<file path="src/rtl/isort_pkg.sv">
`timescale 1ns / 1ps
// ----------------------------------------------------------------------------
// Insertion sorter package
// Shared sizes, types and state codes for the insertion sorter cell chain.
// ----------------------------------------------------------------------------
package isort_pkg;

    localparam int MAX_ITEMS   = 64;
    localparam int DATA_WIDTH  = 32;
    localparam int CNT_W       = $clog2(MAX_ITEMS + 1);
    localparam int SWAP_W      = 11;
    localparam int IN_W        = ((DATA_WIDTH + 7) / 8) * 8;
    localparam int OUT_FIELD_W = DATA_WIDTH + SWAP_W + 1;
    localparam int OUT_W       = ((OUT_FIELD_W + 7) / 8) * 8;
    localparam int SWAP_LSB    = DATA_WIDTH;
    localparam int OVF_BIT     = DATA_WIDTH + SWAP_W;

    typedef logic signed [DATA_WIDTH-1:0] t_data;

    typedef struct packed {
        logic load;
        logic walk;
        logic shift;
        logic desc;
    } t_cell_ctl;

    typedef enum logic [1:0] {
        S_IDLE,
        S_WALK,
        S_DRAIN
    } t_state;

endpackage

</file>
<file path="src/rtl/isort_ctrl.sv">
`timescale 1ns / 1ps
// ----------------------------------------------------------------------------
// Insertion sorter control
// Sequences load, walk and readout, keeps the run counters and the order bit,
// and holds the output register.
// ----------------------------------------------------------------------------
module isort_ctrl (
    input  logic                          i_clk,
    input  logic                          i_rst_n,
    input  logic                          i_s_axis_tvalid,
    output logic                          o_s_axis_tready,
    input  isort_pkg::t_data              i_value,
    input  logic                          i_s_axis_tlast,
    output logic                          o_m_axis_tvalid,
    input  logic                          i_m_axis_tready,
    output logic [isort_pkg::OUT_W-1:0]   o_m_axis_tdata,
    output logic                          o_m_axis_tlast,
    input  logic                          i_cfg_valid,
    output logic                          o_cfg_ready,
    input  logic                          i_cfg_data,
    output isort_pkg::t_cell_ctl          o_ctl,
    output isort_pkg::t_data              o_key,
    output logic [isort_pkg::CNT_W-1:0]   o_fill,
    input  logic                          i_any_swap,
    input  isort_pkg::t_data              i_head
);
    import isort_pkg::*;

    t_state              r_state;
    t_state              n_state;
    logic                r_desc;
    t_data               r_key;
    logic                r_last;
    logic [CNT_W-1:0]    r_fill;
    logic [CNT_W-1:0]    r_left;
    logic [SWAP_W-1:0]   r_swaps;
    logic                r_drop;
    logic                r_out_valid;
    t_data               r_out_value;
    logic                r_out_last;
    logic [SWAP_W-1:0]   r_out_swaps;
    logic                r_out_drop;
    logic                w_acc;
    logic                w_room;
    logic                w_take;
    logic                w_final;

    assign w_acc   = i_s_axis_tvalid & o_s_axis_tready;
    assign w_room  = r_fill < CNT_W'(MAX_ITEMS);
    assign w_take  = (r_state == S_DRAIN) & (!r_out_valid | i_m_axis_tready)
                     & (r_left != '0);
    assign w_final = w_take & (r_left == CNT_W'(1));

    always_comb begin
        n_state = r_state;
        case (r_state)
            S_IDLE: begin
                if (w_acc) begin
                    if (w_room) begin
                        n_state = S_WALK;
                    end else if (i_s_axis_tlast) begin
                        n_state = S_DRAIN;
                    end
                end
            end
            S_WALK: begin
                if (!i_any_swap) begin
                    n_state = r_last ? S_DRAIN : S_IDLE;
                end
            end
            S_DRAIN: begin
                if (w_final) begin
                    n_state = S_IDLE;
                end
            end
            default: n_state = S_IDLE;
        endcase
    end

    always_comb begin
        o_s_axis_tready = (r_state == S_IDLE);
        o_ctl.load      = w_acc & w_room;
        o_ctl.walk      = (r_state == S_WALK);
        o_ctl.shift     = w_take;
        o_ctl.desc      = r_desc;
    end

    always_ff @(posedge i_clk) begin
        if (!i_rst_n) begin
            r_state     <= S_IDLE;
            r_desc      <= 1'b0;
            r_last      <= 1'b0;
            r_fill      <= '0;
            r_left      <= '0;
            r_swaps     <= '0;
            r_drop      <= 1'b0;
            r_out_valid <= 1'b0;
        end else begin
            r_state <= n_state;
            if (i_cfg_valid) begin
                r_desc <= i_cfg_data;
            end
            if (w_acc) begin
                r_last <= i_s_axis_tlast;
                if (w_room) begin
                    r_fill <= r_fill + CNT_W'(1);
                end else begin
                    r_drop <= 1'b1;
                    if (i_s_axis_tlast) begin
                        r_left <= r_fill;
                    end
                end
            end
            if (o_ctl.walk && i_any_swap && (r_swaps != '1)) begin
                r_swaps <= r_swaps + SWAP_W'(1);
            end
            if (o_ctl.walk && !i_any_swap && r_last) begin
                r_left <= r_fill;
            end
            if (w_take) begin
                r_left <= r_left - CNT_W'(1);
            end
            if (w_final) begin
                r_fill  <= '0;
                r_swaps <= '0;
                r_drop  <= 1'b0;
            end
            if (w_take) begin
                r_out_valid <= 1'b1;
            end else if (i_m_axis_tready) begin
                r_out_valid <= 1'b0;
            end
        end
    end

    always_ff @(posedge i_clk) begin
        if (w_acc) begin
            r_key <= i_value;
        end
        if (w_take) begin
            r_out_value <= i_head;
            r_out_last  <= (r_left == CNT_W'(1));
            r_out_swaps <= r_swaps;
            r_out_drop  <= r_drop;
        end
    end

    // The loading cell takes the incoming value directly; the walk uses the held copy.
    assign o_key           = w_acc ? i_value : r_key;
    assign o_fill          = r_fill;
    assign o_cfg_ready     = 1'b1;
    assign o_m_axis_tvalid = r_out_valid;
    assign o_m_axis_tlast  = r_out_last;
    assign o_m_axis_tdata  = OUT_W'({r_out_drop, r_out_swaps, r_out_value});

endmodule

</file>
<file path="config.mk">
export PLATFORM = sky130hd
export DESIGN_NAME = isort_ctrl
export DESIGN_NICKNAME = d
export VERILOG_FILES = /design/src/rtl/isort_pkg.sv /design/src/rtl/isort_ctrl.sv
export SDC_FILE = /design/constraint.sdc
export NUM_CORES = 1
export LEC_CHECK = 0
export BUFFER_PORTS_ARGS = -buffer_cell sky130_fd_sc_hd__buf_2
export CAP_MARGIN = 20
export CORE_ASPECT_RATIO = 0.75
export CORE_UTILIZATION = 49
export CTS_BUF_LIST = sky130_fd_sc_hd__clkbuf_2 sky130_fd_sc_hd__clkbuf_4 sky130_fd_sc_hd__clkbuf_8
export CTS_CLUSTER_DIAMETER = 150
export CTS_CLUSTER_SIZE = 10
export DETAILED_ROUTE_END_ITERATION = 12
export GPL_TIMING_DRIVEN = 0
export PLACE_DENSITY = 0.81
export REMOVE_ABC_BUFFERS = 1
export SLEW_MARGIN = 10
export SYNTH_ARGS = -nofsm -noshare
export SYNTH_HDL_FRONTEND = slang
export SYNTH_SLANG_ARGS = --single-unit
export TNS_END_PERCENT = 30
</file>
<file path="constraint.sdc">
create_clock -name i_clk -period 2.5 [get_ports i_clk]
set_input_delay 0.125 -clock i_clk [delete_from_list [all_inputs] [get_ports i_clk]]
set_output_delay 0.125 -clock i_clk [all_outputs]
set_load 0.01 [all_outputs]
</file>
Yosys cells after proc, flatten, opt, wreduce, memory -nomap -nowiden. Index checks and enable logic that the tools add are counted. Widths: inputs -> output; s select.

Equal/unequal tests: 9. Bitwise operators: 8. Order comparisons: 1. $add $sub $neg: 3. Reduce and logical (&&, ||, !) cells: 16. Mux-type cells: 15.

Operators with widths (number): $mux 7 (5); $mux 32 (1); $mux 2 (6); $add 11x1->11 const B (1); $ne 11x11->1 const B (1); $add 7x1->7 const B (1); $eq 7x1->1 const B (1); $lt 7x7->1 const B (1); $reduce_bool 7->1 (1); $sub 7x1->7 const B (1); $ne 3x1->1 const B (2); $pmux 2 s3 (1); $reduce_bool 3->1 (2); $and 1x1->1 (5); $logic_and 1x1->1 (4); $ne 2x2->1 const B (2); $reduce_and 2->1 (2); $reduce_and 4->1 (1); $reduce_and 3->1 (1); $eq 2x1->1 const B (1); $eq 2x2->1 const B (1); $logic_not 1->1 (2); $logic_not 2->1 (1); $mux 1 (2); other kinds (5) (6).

Output and inout bits: 95. Flip-flop bits (word level): 108. Bits of input ports: 72. Logic and storage cells: 65.

Logic depth before layout (Yosys ltp).
Depth in word-level cells: 7. Depth in mapped cells: 8. Gate-level depth less buffers: 7.

Worst setup path after synthesis. No wires, ideal clock.

Path kind: register to register. From: reg r_left[0]. To: reg r_left[3]. Data required time: 2385 ps. Setup time: 115 ps. Arrival: 1671 ps. Cell stages (with the launch flop): 9. Setup slack: 715 ps. Clock period less this slack: 1785 ps. Buffers on the path: 1. Cell sequence: dfxtp_1 inv_1 ha_1 and3_1 buf_6 or2_4 clkinv_4 a21oi_1 o21a_1.

Longest elaborated chain between the ends: 4. Elaborated cells on any way between the ends: 8. Classes of those cells: add/sub (1); eq/ne (1); mux (1); bitwise (1); reduce/logical (4).

RTL lines: start: declaration (line isort_ctrl.sv:35) `logic [CNT_W-1:0] r_left;`; start signal: assignment (line isort_ctrl.sv:110) `r_left <= r_fill;`; start signal: assignment (line isort_ctrl.sv:118) `r_left <= r_fill;`; start signal: assignment (line isort_ctrl.sv:121) `r_left <= r_left - CNT_W'(1);`; $reduce_bool 7->1 (*) (line isort_ctrl.sv:51) `& (r_left != '0);`; $and 1x1->1 (*) (line isort_ctrl.sv:51); net w_take (line isort_ctrl.sv:45) `logic w_take;`; $ne 3x1->1 (no source line) or $reduce_bool 3->1 (tied branches); $reduce_and 3->1 (no source line).

The timed path passes the listed nets; every way through them passes the cells marked *. A chain may end at the register's enable or synchronous reset.

==> flow_summary.yaml <==
pwr:
  power.switching_uw: 871.9
  clock_power_share_pct: 28.8
  vdd_ir_drop_max_uv: 358.5
  power.combinational.fraction_pct: 14.1
  switching_fraction_of_total_power_pct: 25.38
  cellInternalPower_mw: 2.563
  seq_power_share_pct: 57.2
  power_per_cell_area_nw_per_um2: 609.9
  leakagePower_nw: 2.373
logic_synthesis:
  synthMuxAreaShare_pct: 10.48
  distinct_cell_type_count_of_the_synthesized_netlist: 49
  post_synth_inst_count: 303
  synth_top_area_share_pct: 33.68
  synth-async-reset-ratio_pct: 0
  yosys_register_bits: 108
  avgSynthCellArea_sq_um: 13.24
  ys_top_cells_by_count: "sky130_fd_sc_hd__dfxtp_1, sky130_fd_sc_hd__edfxtp_1, sky130_fd_sc_hd__mux2_2"
  post_synth_adder_cell_area_pct: 1.559
  post-synth-top-area-cell: "sky130_fd_sc_hd__edfxtp_1"
  mappedNetlistArea_sq_um: 4013
  synth_sequential_area_ratio_pct: 65.11
  synth_top_family_by_area: "multiplexers"
  synthesized_area_fraction_occupied_by_and_or_nand_nor_cells_pct: 10.29
  synth_compound_gate_area_share_pct: 5.582
  synth-edff-count: 45
  synth_warnings: 0
  synthMostInstantiatedCell: "sky130_fd_sc_hd__dfxtp_1"
  synth-xor-area-share_pct: 2.619
  synth.area.top_cells: "sky130_fd_sc_hd__edfxtp_1, sky130_fd_sc_hd__dfxtp_1, sky130_fd_sc_hd__mux2_2"
  synth_flop_cell: "sky130_fd_sc_hd__dfxtp_1"
finish:
  fillCellCount: 560
  postLayoutCoreUtil_pct: 71.14
  multi_input_comb_area_sq_um: 1250
  num_antenna_cells: 0
  drive_above_1_share_pct: 42.31
  layout.area.seq_sq_um: 2613
  layout.nets: 599
  areaGrowthSynthToFinish_pct: 40.38
die:
  placement_rows: 28
  start_util_pct: 50.68
  die_width_um: 106.5
  die_h_um: 80.37
  floorplan.io_pins: 167
  die_area_sq_um: 8559
  core_box_area_sq_um: 7918
critical_path:
  worst_r2r_startpoint: "r_left[0]"
  worst-path-max-fanout: 53
  critical_path_arrival_ns: 2.10
  timing.critical_path.required_ns: 2.38
  worst_setup_path_end_kind: "output port"
  cp_startpoint_kind: "register"
  critPathLaunch: "r_left[0]"
  timing_worst_setup_path_type: "reg2out"
  rrSetupSlack_ns: 0.58
place:
  placement.io_buffers: 161
  globalplace.congestion: 0.8453
  dp_hpwl_mm: 6.152
  pre_cts_slack_ns: 0.4225
timing:
  clock-skew-final_ns: 0.02078
  timing.final.hold_violations: 0
  post-route-worst-setup-slack_ns: 0.2728
  timing.final.max_slew_violations: 0
  fin_crit_ns: 2.227
  rsz0062_at_grt: "no"
  hold_slack_ns: 0.008202
  final_setup_violating_endpoints: 0
  post-route-period-util_pct: 89.09
  maxClockFrequency_mhz: 449.0
outcome:
  status: "completed"
cts:
  clk_root_buffer_cell: "sky130_fd_sc_hd__clkbuf_8"
  numClockSinks: 108
  clk-insertion-delay-late_ns: 0.38
  clockBufferDepth: 2
  tritoncts.num_buffers: 9
  htree_num_levels: 3
  tritoncts: "built"
  clk_pin_slew_ns: 0.10
global_route:
  grt_pass1_vias: 3003
  grt_pass1_wl_mm: 15.64
  pin_count_of_the_biggest_net_entering_global_routing: 54
  antenna_found_initial: 0
  grt_overflow_total: 0
  grtUsageTotal_pct: 24.50
detailed_routing:
  drt_pass1_iterations: 4
  routed_wirelength_mm: 10.38
  detailroute.via_count: 3205
  drc_errors_left: 0
  routed_via_density: 5.071
  drt-wirelength-per-cell_um: 16.42
  route.antenna.remaining_nets: 0
  first_iter_violations: 181
hold_path:
  min_path_type: "in2reg"
  hold_start: "i_value[9]"
run:
  max_cap_viol_count: 0
## flip-flops by register name, summed over array words and instances, names as in the netlist
signal	count
r_out_drop	1
r_last	1
r_state	2
r_drop	1
r_key	32
o_m_axis_tvalid	1
r_out_swaps	11
r_desc	1
r_swaps	11
o_fill	7
o_m_axis_tlast	1
r_left	7
r_out_value	32
## area by class of cell
cell class	count	share of cell area, %
inverter	7	0.5997
tap	105	2.332
multi-input combinational	173	22.19
clock buffer	9	2.199
timing repair buffer	223	25.30
sequential	108	46.38
clock inverter	7	0.9996
## stage by stage
stage	setup TNS, ns	std cells	power, mW	cell area [sq um]
3_5_place_dp	0	556	2.387	4857
2_1_floorplan	-2.504	288	2.200	3887
3_3_place_gp	-43.14	554	2.357	4825
6_report	0	632	3.435	5633
5_1_grt	0	632	3.562	5633
4_1_cts	0	628	3.417	5598
## path summary, 6_finish.rpt
kind | to | cells past startpoint
max reg2reg | r_left[3] | 7
min | r_key[9] | 2
max | o_ctl[1] | 6
min reg2reg | r_out_drop | 0
## metal layers
layer	routed length (um)	share of wire, %	GRT usage (%)	vias up
met3	688	6.6	6.088	21
met5	0	0	0	-
li1	-	-	-	1515
met2	5456	53	45.32	124
met4	128	1.2	8.219	0
met1	4102	40	27.78	1545
## cell families after synthesis
| logic type | Yosys count |
|---|---|
| simple gates | 81 |
| compound gates | 32 |
| xor+xnor | 12 |
| other cells | 2 |
| flops | 108 |
| fa+ha+maj | 5 |
| mux | 38 |
| buf+inv | 25 |
## placed cells by master (no fill, tap or decap), drive strengths merged, types with 6 or more instances in the layout
cell         synthesis  routed
dfxtp               63      63
dlygate4sd3          0      57
and3                 7       7
clkbuf               0       9
mux2i                6       6
mux2                32      32
edfxtp              45      45
nor2                31      31
xor2                 9       9
buf                 18     166
a21oi                8       8
nand4               11      11
inv                  5       9
nand2               13      13
## power by group through the flow
stage	Sequential [mW]	Combinational (mW)	Clock (mW)
after floorplan	1.99	0.210	0
after global placement	1.99	0.367	0
after detailed placement	2.00	0.389	0
after CTS	1.96	0.460	0.999
after global routing	1.97	0.517	1.07
final	1.96	0.483	0.989
## critical path: stages, from the launching register on
cell and delay [ns]:
sky130_fd_sc_hd__dfxtp_1 0.40, sky130_fd_sc_hd__inv_1 0.10, sky130_fd_sc_hd__ha_1 0.22, sky130_fd_sc_hd__and3_1 0.21, sky130_fd_sc_hd__or2_4 0.29, sky130_fd_sc_hd__inv_8 0.29, sky130_fd_sc_hd__buf_2 0.20
## timing repair
action                                 in CTS  in global routing
buffers inserted                            0                  3
gates resized for setup                     0                  1
hold buffers                               56                  1
endpoints found under the hold margin      55                  1
setup endpoints to repair                   0                 18
(Power assumes the default switching activity.)
