`src/rtl/isort_pkg.sv`:
```
`timescale 1ns / 1ps
// ----------------------------------------------------------------------------
// Insertion sorter package
// Shared sizes, types and state codes for the insertion sorter cell chain.
// ----------------------------------------------------------------------------
package isort_pkg;

    localparam int MAX_ITEMS   = 64;
    localparam int DATA_WIDTH  = 32;
    localparam int CNT_W       = $clog2(MAX_ITEMS + 1);
    localparam int SWAP_W      = 11;
    localparam int IN_W        = ((DATA_WIDTH + 7) / 8) * 8;
    localparam int OUT_FIELD_W = DATA_WIDTH + SWAP_W + 1;
    localparam int OUT_W       = ((OUT_FIELD_W + 7) / 8) * 8;
    localparam int SWAP_LSB    = DATA_WIDTH;
    localparam int OVF_BIT     = DATA_WIDTH + SWAP_W;

    typedef logic signed [DATA_WIDTH-1:0] t_data;

    typedef struct packed {
        logic load;
        logic walk;
        logic shift;
        logic desc;
    } t_cell_ctl;

    typedef enum logic [1:0] {
        S_IDLE,
        S_WALK,
        S_DRAIN
    } t_state;

endpackage

```
`src/rtl/isort_cell.sv`:
```
`timescale 1ns / 1ps
// ----------------------------------------------------------------------------
// Insertion sorter cell
// One store entry. It swaps with its upper neighbor while the new item walks
// down, and shifts toward the head of the chain while the run is read out.
// ----------------------------------------------------------------------------
module isort_cell (
    input  logic                  i_clk,
    input  logic                  i_rst_n,
    input  isort_pkg::t_cell_ctl  i_ctl,
    input  logic                  i_load,
    input  isort_pkg::t_data      i_key,
    input  isort_pkg::t_data      i_up_value,
    input  isort_pkg::t_data      i_dn_value,
    input  logic                  i_tok_up,
    input  logic                  i_dn_swap,
    output isort_pkg::t_data      o_value,
    output logic                  o_tok,
    output logic                  o_swap
);
    import isort_pkg::*;

    t_data r_value;
    t_data n_value;
    logic  r_tok;
    logic  n_tok;
    logic  w_ooo;

    always_comb begin
        w_ooo  = i_ctl.desc ? (r_value < i_key) : (r_value > i_key);
        o_swap = i_ctl.walk & i_tok_up & w_ooo;
        n_tok  = i_load | o_swap;
        if (i_load || o_swap) begin
            n_value = i_key;
        end else if (i_dn_swap) begin
            n_value = i_dn_value;
        end else if (i_ctl.shift) begin
            n_value = i_up_value;
        end else begin
            n_value = r_value;
        end
    end

    always_ff @(posedge i_clk) begin
        if (!i_rst_n) begin
            r_tok <= 1'b0;
        end else begin
            r_tok <= n_tok;
        end
    end

    always_ff @(posedge i_clk) begin
        r_value <= n_value;
    end

    assign o_value = r_value;
    assign o_tok   = r_tok;

endmodule

```
`config.mk`:
```
export PLATFORM = sky130hd
export DESIGN_NAME = isort_cell
export DESIGN_NICKNAME = d
export VERILOG_FILES = /design/src/rtl/isort_pkg.sv /design/src/rtl/isort_cell.sv
export SDC_FILE = /design/constraint.sdc
export NUM_CORES = 1
export LEC_CHECK = 0
export BUFFER_PORTS_ARGS = -buffer_cell sky130_fd_sc_hd__buf_2
export CORE_MARGIN = 2
export CORE_UTILIZATION = 50
export CTS_BUF_LIST = sky130_fd_sc_hd__clkbuf_4 sky130_fd_sc_hd__clkbuf_8
export DETAILED_ROUTE_END_ITERATION = 7
export PLACE_DENSITY_LB_ADDON = 0.3
export SKIP_CTS_REPAIR_TIMING = 1
export SYNTH_ARGS = -nofsm -noshare
export SYNTH_HDL_FRONTEND = slang
export SYNTH_SLANG_ARGS = --single-unit
```
`constraint.sdc`:
```
create_clock -name i_clk -period 7.2 [get_ports i_clk]
set_clock_uncertainty 0.1 [all_clocks]
set_input_delay 1.08 -clock i_clk [delete_from_list [all_inputs] [get_ports i_clk]]
set_output_delay 1.08 -clock i_clk [all_outputs]
set_load 0.01 [all_outputs]
```
---- Word-level counts from Yosys, hierarchy flattened ----
Index checks and enable logic that the tools add are counted.
operators by class
  muxes and demuxes ....................... 4
  $lt $le $gt $ge ......................... 2
  bitwise operators ....................... 3
  reduce and logical (&&, ||, !) cells .... 2
operator list
  operator                        number
  32-bit 2-to-1 mux               3
  32-bit greater-than comparator  1
  32-bit < comparator             1
  3-bit nonzero test              1
  1-bit bitwise AND               2
  1-bit logical OR                1
  1-bit 2-to-1 mux                1
  1-bit bitwise OR                1
word-level totals
  logic and storage cells ................. 13
  input port bits ......................... 105
  bits in registers ....................... 33
  output and inout port bits .............. 34

---- Logic depth before layout (Yosys ltp) ----
Gate-level depths: netlist of run 1.
  depth in word-level cells ............... 5
  mapped depth ............................ 10
  depth with buffers taken out ............ 9

---- Worst setup path before layout of run 1 ----
Ideal clock, no wire load.
  kind .................................... input port to flip-flop
  start ................................... in i_key[14]
  end ..................................... reg r_value[0] (netlist: o_value[0]), enable pin
  data required time ...................... 6710 ps
  setup slack ............................. 3040 ps
  library setup time ...................... 390 ps
  arrival time ............................ 3670 ps
  cell stages on the path ................. 9
  buffers on the path ..................... 0
  cells stage by stage .................... inv_1 > ha_1 > nand4_1 > or4_4 > a21oi_2 > o31ai_1 > a2bb2oi_2 > mux2i_4 > or3_1
between the ends
  word-level cells in the longest chain between the ends .. 5
  elaborated cells between the ends (all ways) .. 6
  classes of those cells .................. order compare: 2; mux: 1; bitwise: 1; reduce/logical: 2
ends and longest elaborated chain
  what                                                                   RTL line          RTL
  start: declaration                                                     isort_cell.sv:12  input isort_pkg::t_data i_key,
  32-bit greater-than comparator or 32-bit < comparator (tied branches)  isort_cell.sv:30  w_ooo = i_ctl.desc ? (r_value < i_key) : (r_value > i_key);
  1-bit 2-to-1 mux *                                                     isort_cell.sv:30
  1-bit bitwise AND *                                                    isort_cell.sv:31  o_swap = i_ctl.walk & i_tok_up & w_ooo;
  1-bit logical OR *                                                     isort_cell.sv:33  if (i_load || o_swap) begin
  3-bit nonzero test (no source line) *                                  n/a
  end signal: assignment                                                 isort_cell.sv:53  r_value <= n_value;
  end: declaration                                                       isort_cell.sv:23  t_data r_value;
Every way passes the cells marked *; elsewhere a longest branch is shown, timed or not.
A chain may end at the register's enable or synchronous reset.

---- Final worst setup path of run 1 ----
  start ................................... in i_key[15]
  end ..................................... out o_swap
between the ends
  word-level cells in the longest chain between the ends .. 3
  elaborated cells between the ends (all ways) .. 4
  classes of those cells .................. order compare: 2; mux: 1; bitwise: 1
ends and longest elaborated chain
  what                                                                   RTL line          RTL
  32-bit greater-than comparator or 32-bit < comparator (tied branches)  isort_cell.sv:30
  1-bit 2-to-1 mux *                                                     isort_cell.sv:30
  1-bit bitwise AND *                                                    isort_cell.sv:31
  end: declaration                                                       isort_cell.sv:19  output logic o_swap
Marked as above.

==> flow_metrics.tcl, run 1 <==
set metrics [dict create \
    r2r_slack_ns 3.45 \
    io_buffers 137 \
    finalSetupViolCount 0 \
    drive_gt1_share_pct 41.8 \
    powerDensity_nw_per_um2 202 \
    dieHeight_microns 75.7 \
    p_leak_nw 1.90 \
    grt_pass1_wl_mm 8.76 \
    relSlewSlack_pct 37.6 \
    dr.pass1.iters 4 \
    drv_slew 0 \
    timing.rr.start "o_value[15]" \
    cp.required_ns 6.02 \
    tightest_slew_ns 0.936 \
    cp_max_fo 3 \
    synth-seq-cells 33 \
    clk_latency_ns 0.28 \
    netlist_instances 226 \
    peakVddDrop_mv 0.108 \
    min_period_ns 4.39 \
    finalHoldViolations 0 \
    nFillCells 384 \
    n_antenna_cell 0 \
    yosysSeqAreaShare_pct 38.2 \
    grt_max_degree 34 \
    dp_hpwl_mm 4.63 \
    min_path_cells 2 \
    cts_tree "built" \
    dieArea_sq_um 5730 \
    cts_buffer_depth 2 \
    cts-root-buf "clkbuf_8" \
    timing.final.crit_share_pct 60.9 \
    setup_ws_ns 2.81 \
    crit_path_start_kind "primary input" \
    fmax_mhz 228 \
    placementRows 26 \
    drv_cap 0 \
    total_power_mw 0.688 \
    r2r-end "o_value[0]" \
    first_global_vias 2033 \
    path_clk_slew_ns 0.07 \
    drt_iter0_drc 35 \
    syn_area_sq_um 2570 \
    htree_levels 2 \
    worstHoldStart "i_rst_n" \
    cts_sinks 33 \
    core_area_sq_um 5040 \
    holdPathEnd "o_tok" \
    die_x_microns 75.7 \
    outcome "finished clean" \
    place_ws_ns 2.62 \
    avgSynthCellArea_sq_um 11.4 \
    hold_path.class "in2reg" \
    grt.total_usage_pct 20.4 \
    cts_buffers 5 \
    endpoint_kind "output pin" \
    grt_antenna_before_repair 0 \
    worstSetupPathType "in2out" \
    gp_congestion 0.778 \
    rsz0062_at_grt "false" \
    setup_tns_ns 0 \
    yosys_warnings 0 \
    syn_to_final_growth_pct 32.3 \
    ios 139 \
    viasPerCell 4.98 \
    overflow 0 \
    vias 2170 \
    arrival_ns 3.21 \
    drt-total-wl_mm 5.87 \
    ant_nets 0 \
    wire_per_inst_microns 13.5 \
    reg2reg_depth 9 \
    synth_cell_types 33 \
    initial_core_util_pct 51.0 \
    syn_nets 363 \
    drc 0 \
    nets 502 \
]
[metal layers]
metal / vias to the layer above / part of all wire [%] / wire length [microns] / GRT usage, %
li1: 1111 / - / - / -
met1: 967 / 41 / 2410 / 22.0
met2: 83 / 51 / 3000 / 38.7
met3: 9 / 6.1 / 356 / 4.50
met4: 0 / 1.8 / 107 / 7.41
met5: - / 0 / 0 / 0
[worst max-delay path: stages]
cell       delay (ns)
buf_2            0.07
inv_1            0.05
ha_1             0.29
nand4_1          0.17
or4_4            0.58
a21oi_2          0.11
o31ai_1          0.10
a2bb2oi_2        0.25
mux2_2           0.36
buf_2            0.14
[flip-flops by register name, summed over array words and instances (netlist names)]
register / cells
o_value: 32
o_tok: 1
[power breakdown]
part	internal (mW)	leakage [nW]	switching (mW)	total [mW]
logic	0.127	1.51	0.134	0.261
clock network	0.0801	0.0498	0.0686	0.149
registers	0.258	0.342	0.0192	0.278
[worst max-delay path by stage]
stage	start	endpoint	slack, ns	cells after the start
after floorplan	i_key[14]	o_value[0]	3.04	9
after global placement	i_key[15]	o_value[6]	2.63	11
after detailed placement	i_key[15]	o_value[3]	2.62	11
after CTS	i_key[15]	o_swap	2.79	10
after global routing	i_key[13]	o_swap	2.65	10
final	i_key[15]	o_swap	2.81	10
[layout by cell type (no fill, tap or decap), drive strengths merged]
cell type	synthesis	layout
a221o	2	2
clkbuf	4	8
buf	3	139
nor2b	1	1
o21ai	3	3
nor3	1	1
o211ai	1	1
and3	2	2
or3	1	1
mux2	3	3
nand2	6	6
and4	3	3
nand2b	1	1
a21o	5	5
a2bb2oi	1	1
nand4	3	3
o31ai	1	1
nor2	4	4
and2	1	1
ha	32	32
edfxtp	32	32
a211oi	1	1
a221oi	1	1
dfxtp	1	1
nand3	4	4
inv	33	33
or4	1	1
a21oi	11	11
mux2i	63	63
nor4	1	1
[through the flow]
stage / util, % / hold WS, ns / instance area [sq um] / std cells
2_1_floorplan: - / 1.09 / 2570 / 226
3_3_place_gp: 65.7 / 1.18 / 3310 / 428
3_5_place_dp: 65.7 / 1.19 / 3310 / 428
4_1_cts: 67.5 / 0.891 / 3400 / 436
5_1_grt: 67.5 / 0.910 / 3400 / 436
6_report: 67.5 / 0.904 / 3400 / 436
[synth_stat cells (all sizes together)]
| master | n | area share, % |
|---|---|---|
| ha | 32 | 16 |
| nand2b | 1 | 0.24 |
| nor2 | 4 | 0.58 |
| and3 | 2 | 0.49 |
| and4 | 3 | 1.0 |
| nor3 | 1 | 0.19 |
| clkbuf | 4 | 0.58 |
| nor4 | 1 | 0.24 |
| and2 | 1 | 0.24 |
| mux2i | 63 | 25 |
| o31ai | 1 | 0.29 |
| nor2b | 1 | 0.24 |
| a211oi | 1 | 0.29 |
| nand2 | 6 | 0.88 |
| o211ai | 1 | 0.29 |
| or3 | 1 | 0.24 |
| a2bb2oi | 1 | 0.58 |
| mux2 | 3 | 1.3 |
| inv | 33 | 4.8 |
| a221oi | 1 | 0.34 |
| edfxtp | 32 | 37 |
| or4 | 1 | 0.44 |
| dfxtp | 1 | 0.78 |
| nand3 | 4 | 0.78 |
| a221o | 2 | 0.78 |
| a21o | 5 | 1.5 |
| buf | 3 | 1.3 |
| nand4 | 3 | 0.73 |
| a21oi | 11 | 2.3 |
| o21ai | 3 | 0.58 |
[final cells by class]
type	count	area (sq um)	share of cell area (%)
Multi-Input combinational cell	153	1420	41.7
Sequential cell	33	981	28.8
Timing Repair Buffer	139	701	20.6
Inverter	33	124	3.64
Clock buffer	8	91.3	2.68
Tap cell	70	87.6	2.57
[logic make-up (layout without fill, tap and decap cells)]
kind of cell | count (synthesis) | in the layout | synth area share [%]
buffers and inverters | 40 | 180 | 6.72
and+or+nand+nor | 29 | 29 | 6.33
adders and majority gates | 32 | 32 | 15.6
DFF | 33 | 33 | 38.2
muxes | 66 | 66 | 26.3
AOI/OAI and AO/OA | 26 | 26 | 6.91
(Power assumes the default switching activity.)
==> inputs of run 2 (changes only) <==
- CORE_UTILIZATION: 50 -> 42
- clock period: 7.2 -> 3.8 ns (I/O delays scaled with it)
==> flow_metrics.tcl, run 2 (synthesized netlist as in run 1, its figures left out) <==
set metrics [dict create \
    placed_area_sq_um 3340 \
    setup_ws_ns 0.414 \
    final_common_cell "buf_2" \
    finalSetupViolCount 0 \
    min_period_ns 3.39 \
    n_antenna_cell 0 \
    vias 2165 \
    cts_buffers 5 \
    min_path_cells 2 \
    endpoint_kind "output pin" \
    grt_pass1_wl_mm 9.25 \
    fmax_mhz 295 \
    ios 139 \
    total_power_mw 1.28 \
    arrival_ns 2.72 \
    grt_max_degree 34 \
    clk_latency_ns 0.28 \
    drt_iter0_drc 52 \
    outcome "finished clean" \
    relSlewSlack_pct 35.1 \
    dp_hpwl_mm 4.84 \
    drc 0 \
    p_leak_nw 1.91 \
    htree_levels 2 \
    timing.final.crit_share_pct 89.1 \
    dieHeight_microns 82.2 \
    syn_to_final_growth_pct 33.2 \
    initial_core_util_pct 43.4 \
    ant_nets 0 \
    fin_area_sq_um 3420 \
    viasPerCell 4.90 \
    cts_sinks 33 \
    cp.required_ns 3.13 \
    worstSetupPathType "reg2out" \
    hold_path.class "in2reg" \
    path_clk_slew_ns 0.06 \
    tightest_slew_ns 0.973 \
    grt_antenna_before_repair 0 \
    gp_congestion 0.774 \
    dieArea_sq_um 6760 \
    first_global_vias 2102 \
    cts-root-buf "clkbuf_8" \
    nets 504 \
    nFillCells 552 \
    drt-total-wl_mm 5.97 \
    finalHoldViolations 0 \
    core_area_sq_um 5920 \
    cp_max_fo 3 \
    reg2reg_depth 9 \
    overflow 0 \
    cts_tree "built" \
    rsz0062_at_grt "false" \
    crit_path_start_kind "flip-flop" \
    place_ws_ns 0.377 \
    peakVddDrop_mv 0.184 \
    placementRows 28 \
    grt.total_usage_pct 18.0 \
    drv_cap 0 \
    mostFrequentLayoutCells "buf_2 (137), mux2i_1 (62), inv_1 (33), ha_1 (32), edfxtp_1 (32)" \
    drive_gt1_share_pct 41.7 \
    wire_per_inst_microns 13.5 \
    dr.pass1.iters 4 \
    largest_register_ffs 32 \
    io_buffers 137 \
    cts_buffer_depth 2 \
    die_x_microns 82.2 \
    powerDensity_nw_per_um2 374 \
    drv_slew 0 \
    setup_tns_ns 0 \
]
==> run 2: layout make-up <==
class                           count  area, sq um  share of cell area [%]
Timing Repair Buffer              141          728                    21.3
Clock buffer                        6         76.3                    2.23
Tap cell                           75         93.8                    2.74
Sequential cell                    33          981                    28.6
Inverter                           33          124                    3.62
Multi-Input combinational cell    153         1420                    41.4
Clock inverter                      1         3.75                   0.110
==> run 2: layer usage <==
layer | part of all wire, % | wire [microns] | global-route usage (%) | vias up
met5 | 0 | 0 | 0 | -
met4 | 0.89 | 53 | 5.17 | 0
met3 | 7.6 | 452 | 4.46 | 6
met2 | 49 | 2950 | 32.9 | 84
met1 | 42 | 2520 | 20.7 | 961
li1 | - | - | - | 1114
==> run 2: report_power, final <==
| part | leakage [nW] | total, mW | internal [mW] | switching (mW) |
|---|---|---|---|---|
| registers | 0.342 | 0.527 | 0.490 | 0.0369 |
| clock network | 0.0421 | 0.250 | 0.130 | 0.120 |
| logic | 1.53 | 0.502 | 0.248 | 0.254 |
==> run 2: worst paths after layout <==
check	startpoint	endpoint	slack, ns
setup / recovery	o_value[15]	o_swap	0.41
hold / removal	i_rst_n	o_tok	0.39
setup reg to reg	o_value[15]	o_value[0]	0.68
hold reg to reg	o_value[31]	o_value[2]	1.28
==> run 2: critical path: stages (launching register included) <==
cell       delay, ns
edfxtp_1        0.40
ha_1            0.32
nand4_1         0.16
or4_4           0.59
a21oi_2         0.12
o31ai_1         0.10
a2bb2oi_2       0.24
mux2_2          0.36
buf_2           0.15
==> run 2: through the flow <==
step | cells | utilization (%) | hold WS [ns]
floorplan | 226 | - | 0.592
global placement | 435 | 56.5 | 0.672
detailed placement | 435 | 56.5 | 0.684
CTS | 442 | 57.8 | 0.386
global route | 442 | 57.8 | 0.397
finish | 442 | 57.8 | 0.390
==> inputs of run 3 (changes only) <==
- CORE_UTILIZATION: 42 -> 40
==> flow_metrics.tcl, run 3 (synthesized netlist as in run 1, its figures left out) <==
set metrics [dict create \
    power_frac_comb_pct 38.7 \
    wl_met3_microns 465 \
    route.met2.wl_mm 3.05 \
    drt-total-wl_mm 6.15 \
    placedCellCount 439 \
    cts_tree "built" \
    top_layer_used "met4" \
    min_period_ns 3.38 \
    stdcell_count 447 \
    mostFrequentLayoutCells "buf_2 (137), mux2i_1 (62), inv_1 (33), ha_1 (32), edfxtp_1 (32)" \
    p_leak_nw 1.93 \
    min_path_cells 2 \
    swShare_pct 32.0 \
    arrival_ns 2.71 \
    overflow 0 \
    fin_util_pct 55.0 \
    nets 506 \
    ios 139 \
    reg2reg_depth 10 \
    vias 2208 \
    n_antenna_cell 0 \
    grt.total_usage_pct 17.5 \
    r2r-end "o_value[7]" \
    initial_core_util_pct 41.0 \
    timing.final.crit_share_pct 89.0 \
    path_cells "ha_1, nand4_1, or4_4, a21oi_2, o31ai_1, a2bb2oi_2, mux2_2, buf_2" \
    drive_gt1_share_pct 42.4 \
    cts_buffers 5 \
    htree_levels 2 \
    dr.pass1.iters 4 \
    clk_latency_ns 0.28 \
    p_seq_share_pct 40.2 \
    internal_power_mw 0.890 \
    wire_per_inst_microns 13.8 \
    timing.rr.start "o_value[15]" \
    whs_ns 0.389 \
    finalSetupViolCount 0 \
    ant_nets 0 \
    place_ws_ns 0.375 \
    cts_sinks 33 \
    wl_met1_mm 2.59 \
    largest_register_ffs 32 \
    endpoint_kind "output pin" \
    setup_ws_ns 0.419 \
    cts_buffer_depth 2 \
    peakVddDrop_mv 0.176 \
    cp.required_ns 3.13 \
    power_switching_mw 0.420 \
    tightest_slew_ns 0.534 \
    viasPerCell 4.94 \
    fmax_mhz 296 \
    setup_tns_ns 0 \
    cp_max_fo 3 \
    critPathSlowestCell "or4_4" \
    holdPathEnd "o_tok" \
    cts-root-buf "clkbuf_8" \
    worstSetupPathType "reg2out" \
    first_global_vias 2149 \
    r2r_slack_ns 0.71 \
    final_common_cell "buf_2" \
    dp_hpwl_mm 5.10 \
    worstHoldStart "i_rst_n" \
    drt_iter0_drc 30 \
    io_buffers 137 \
    gp_congestion 0.769 \
    die_x_microns 84.2 \
    finalHoldViolations 0 \
    max_stage_delay_ns 0.58 \
    core_area_sq_um 6280 \
    pwr-share-clk_pct 21.1 \
    rsz0062_at_grt "false" \
    syn_to_final_growth_pct 34.3 \
    placementRows 29 \
    drc 0 \
    grt_max_degree 21 \
    grt_pass1_wl_mm 9.85 \
    drv_cap 0 \
    crit_path_start_kind "flip-flop" \
    hold_path.class "in2reg" \
    dieHeight_microns 84.2 \
    path_clk_slew_ns 0.07 \
    drv_slew 0 \
    powerDensity_nw_per_um2 379 \
    dieArea_sq_um 7090 \
    grt_antenna_before_repair 0 \
    relSlewSlack_pct 64.4 \
    outcome "finished clean" \
]
run 3: worst max-delay path by stage:
stage | to | cells after the start | startpoint
2_1_floorplan | o_value[0] | 9 | i_key[14]
3_3_place_gp | o_swap | 10 | i_key[15]
3_5_place_dp | o_value[7] | 12 | i_key[15]
4_1_cts | o_swap | 8 | o_value[15]
5_1_grt | o_swap | 8 | o_value[15]
6_report | o_swap | 8 | o_value[15]
run 3: cell type report:
cell class,instances,area [sq um]
repair buffers,143,743
inverters,33,124
well taps,77,96.3
clock buffers,8,91.3
multi-input cells,153,1420
flip-flops and latches,33,981
fillers,592,2820
run 3: routing by layer:
layer	vias to the layer above	global-route usage, %
met1	994	21.9
met3	5	4.33
met4	0	3.52
li1	1118	-
met2	91	31.0
met5	-	0
run 3: power groups by stage:
stage	registers [mW]	clock network, mW	logic (mW)
after global routing	0.536	0.302	0.570
final	0.527	0.277	0.507
after detailed placement	0.535	0	0.514
after CTS	0.528	0.288	0.516
after global placement	0.532	0	0.499
after floorplan	0.567	0	0.287
run 3: critical path: cells and delay by family, from the launching register on:
family	cells	cell delay (ns)
AOI/OAI and AO/OA	3	0.45
DFF	1	0.39
adders and majority gates	1	0.31
muxes	1	0.37
and+or+nand+nor	2	0.74
buffers and inverters	1	0.15
run 3: through the flow:
| step | instance area [sq um] | total power, mW |
|---|---|---|
| 2_1_floorplan | 2570 | 0.854 |
| 4_1_cts | 3450 | 1.33 |
| 3_3_place_gp | 3360 | 1.03 |
| 6_report | 3450 | 1.31 |
| 3_5_place_dp | 3360 | 1.05 |
| 5_1_grt | 3450 | 1.41 |
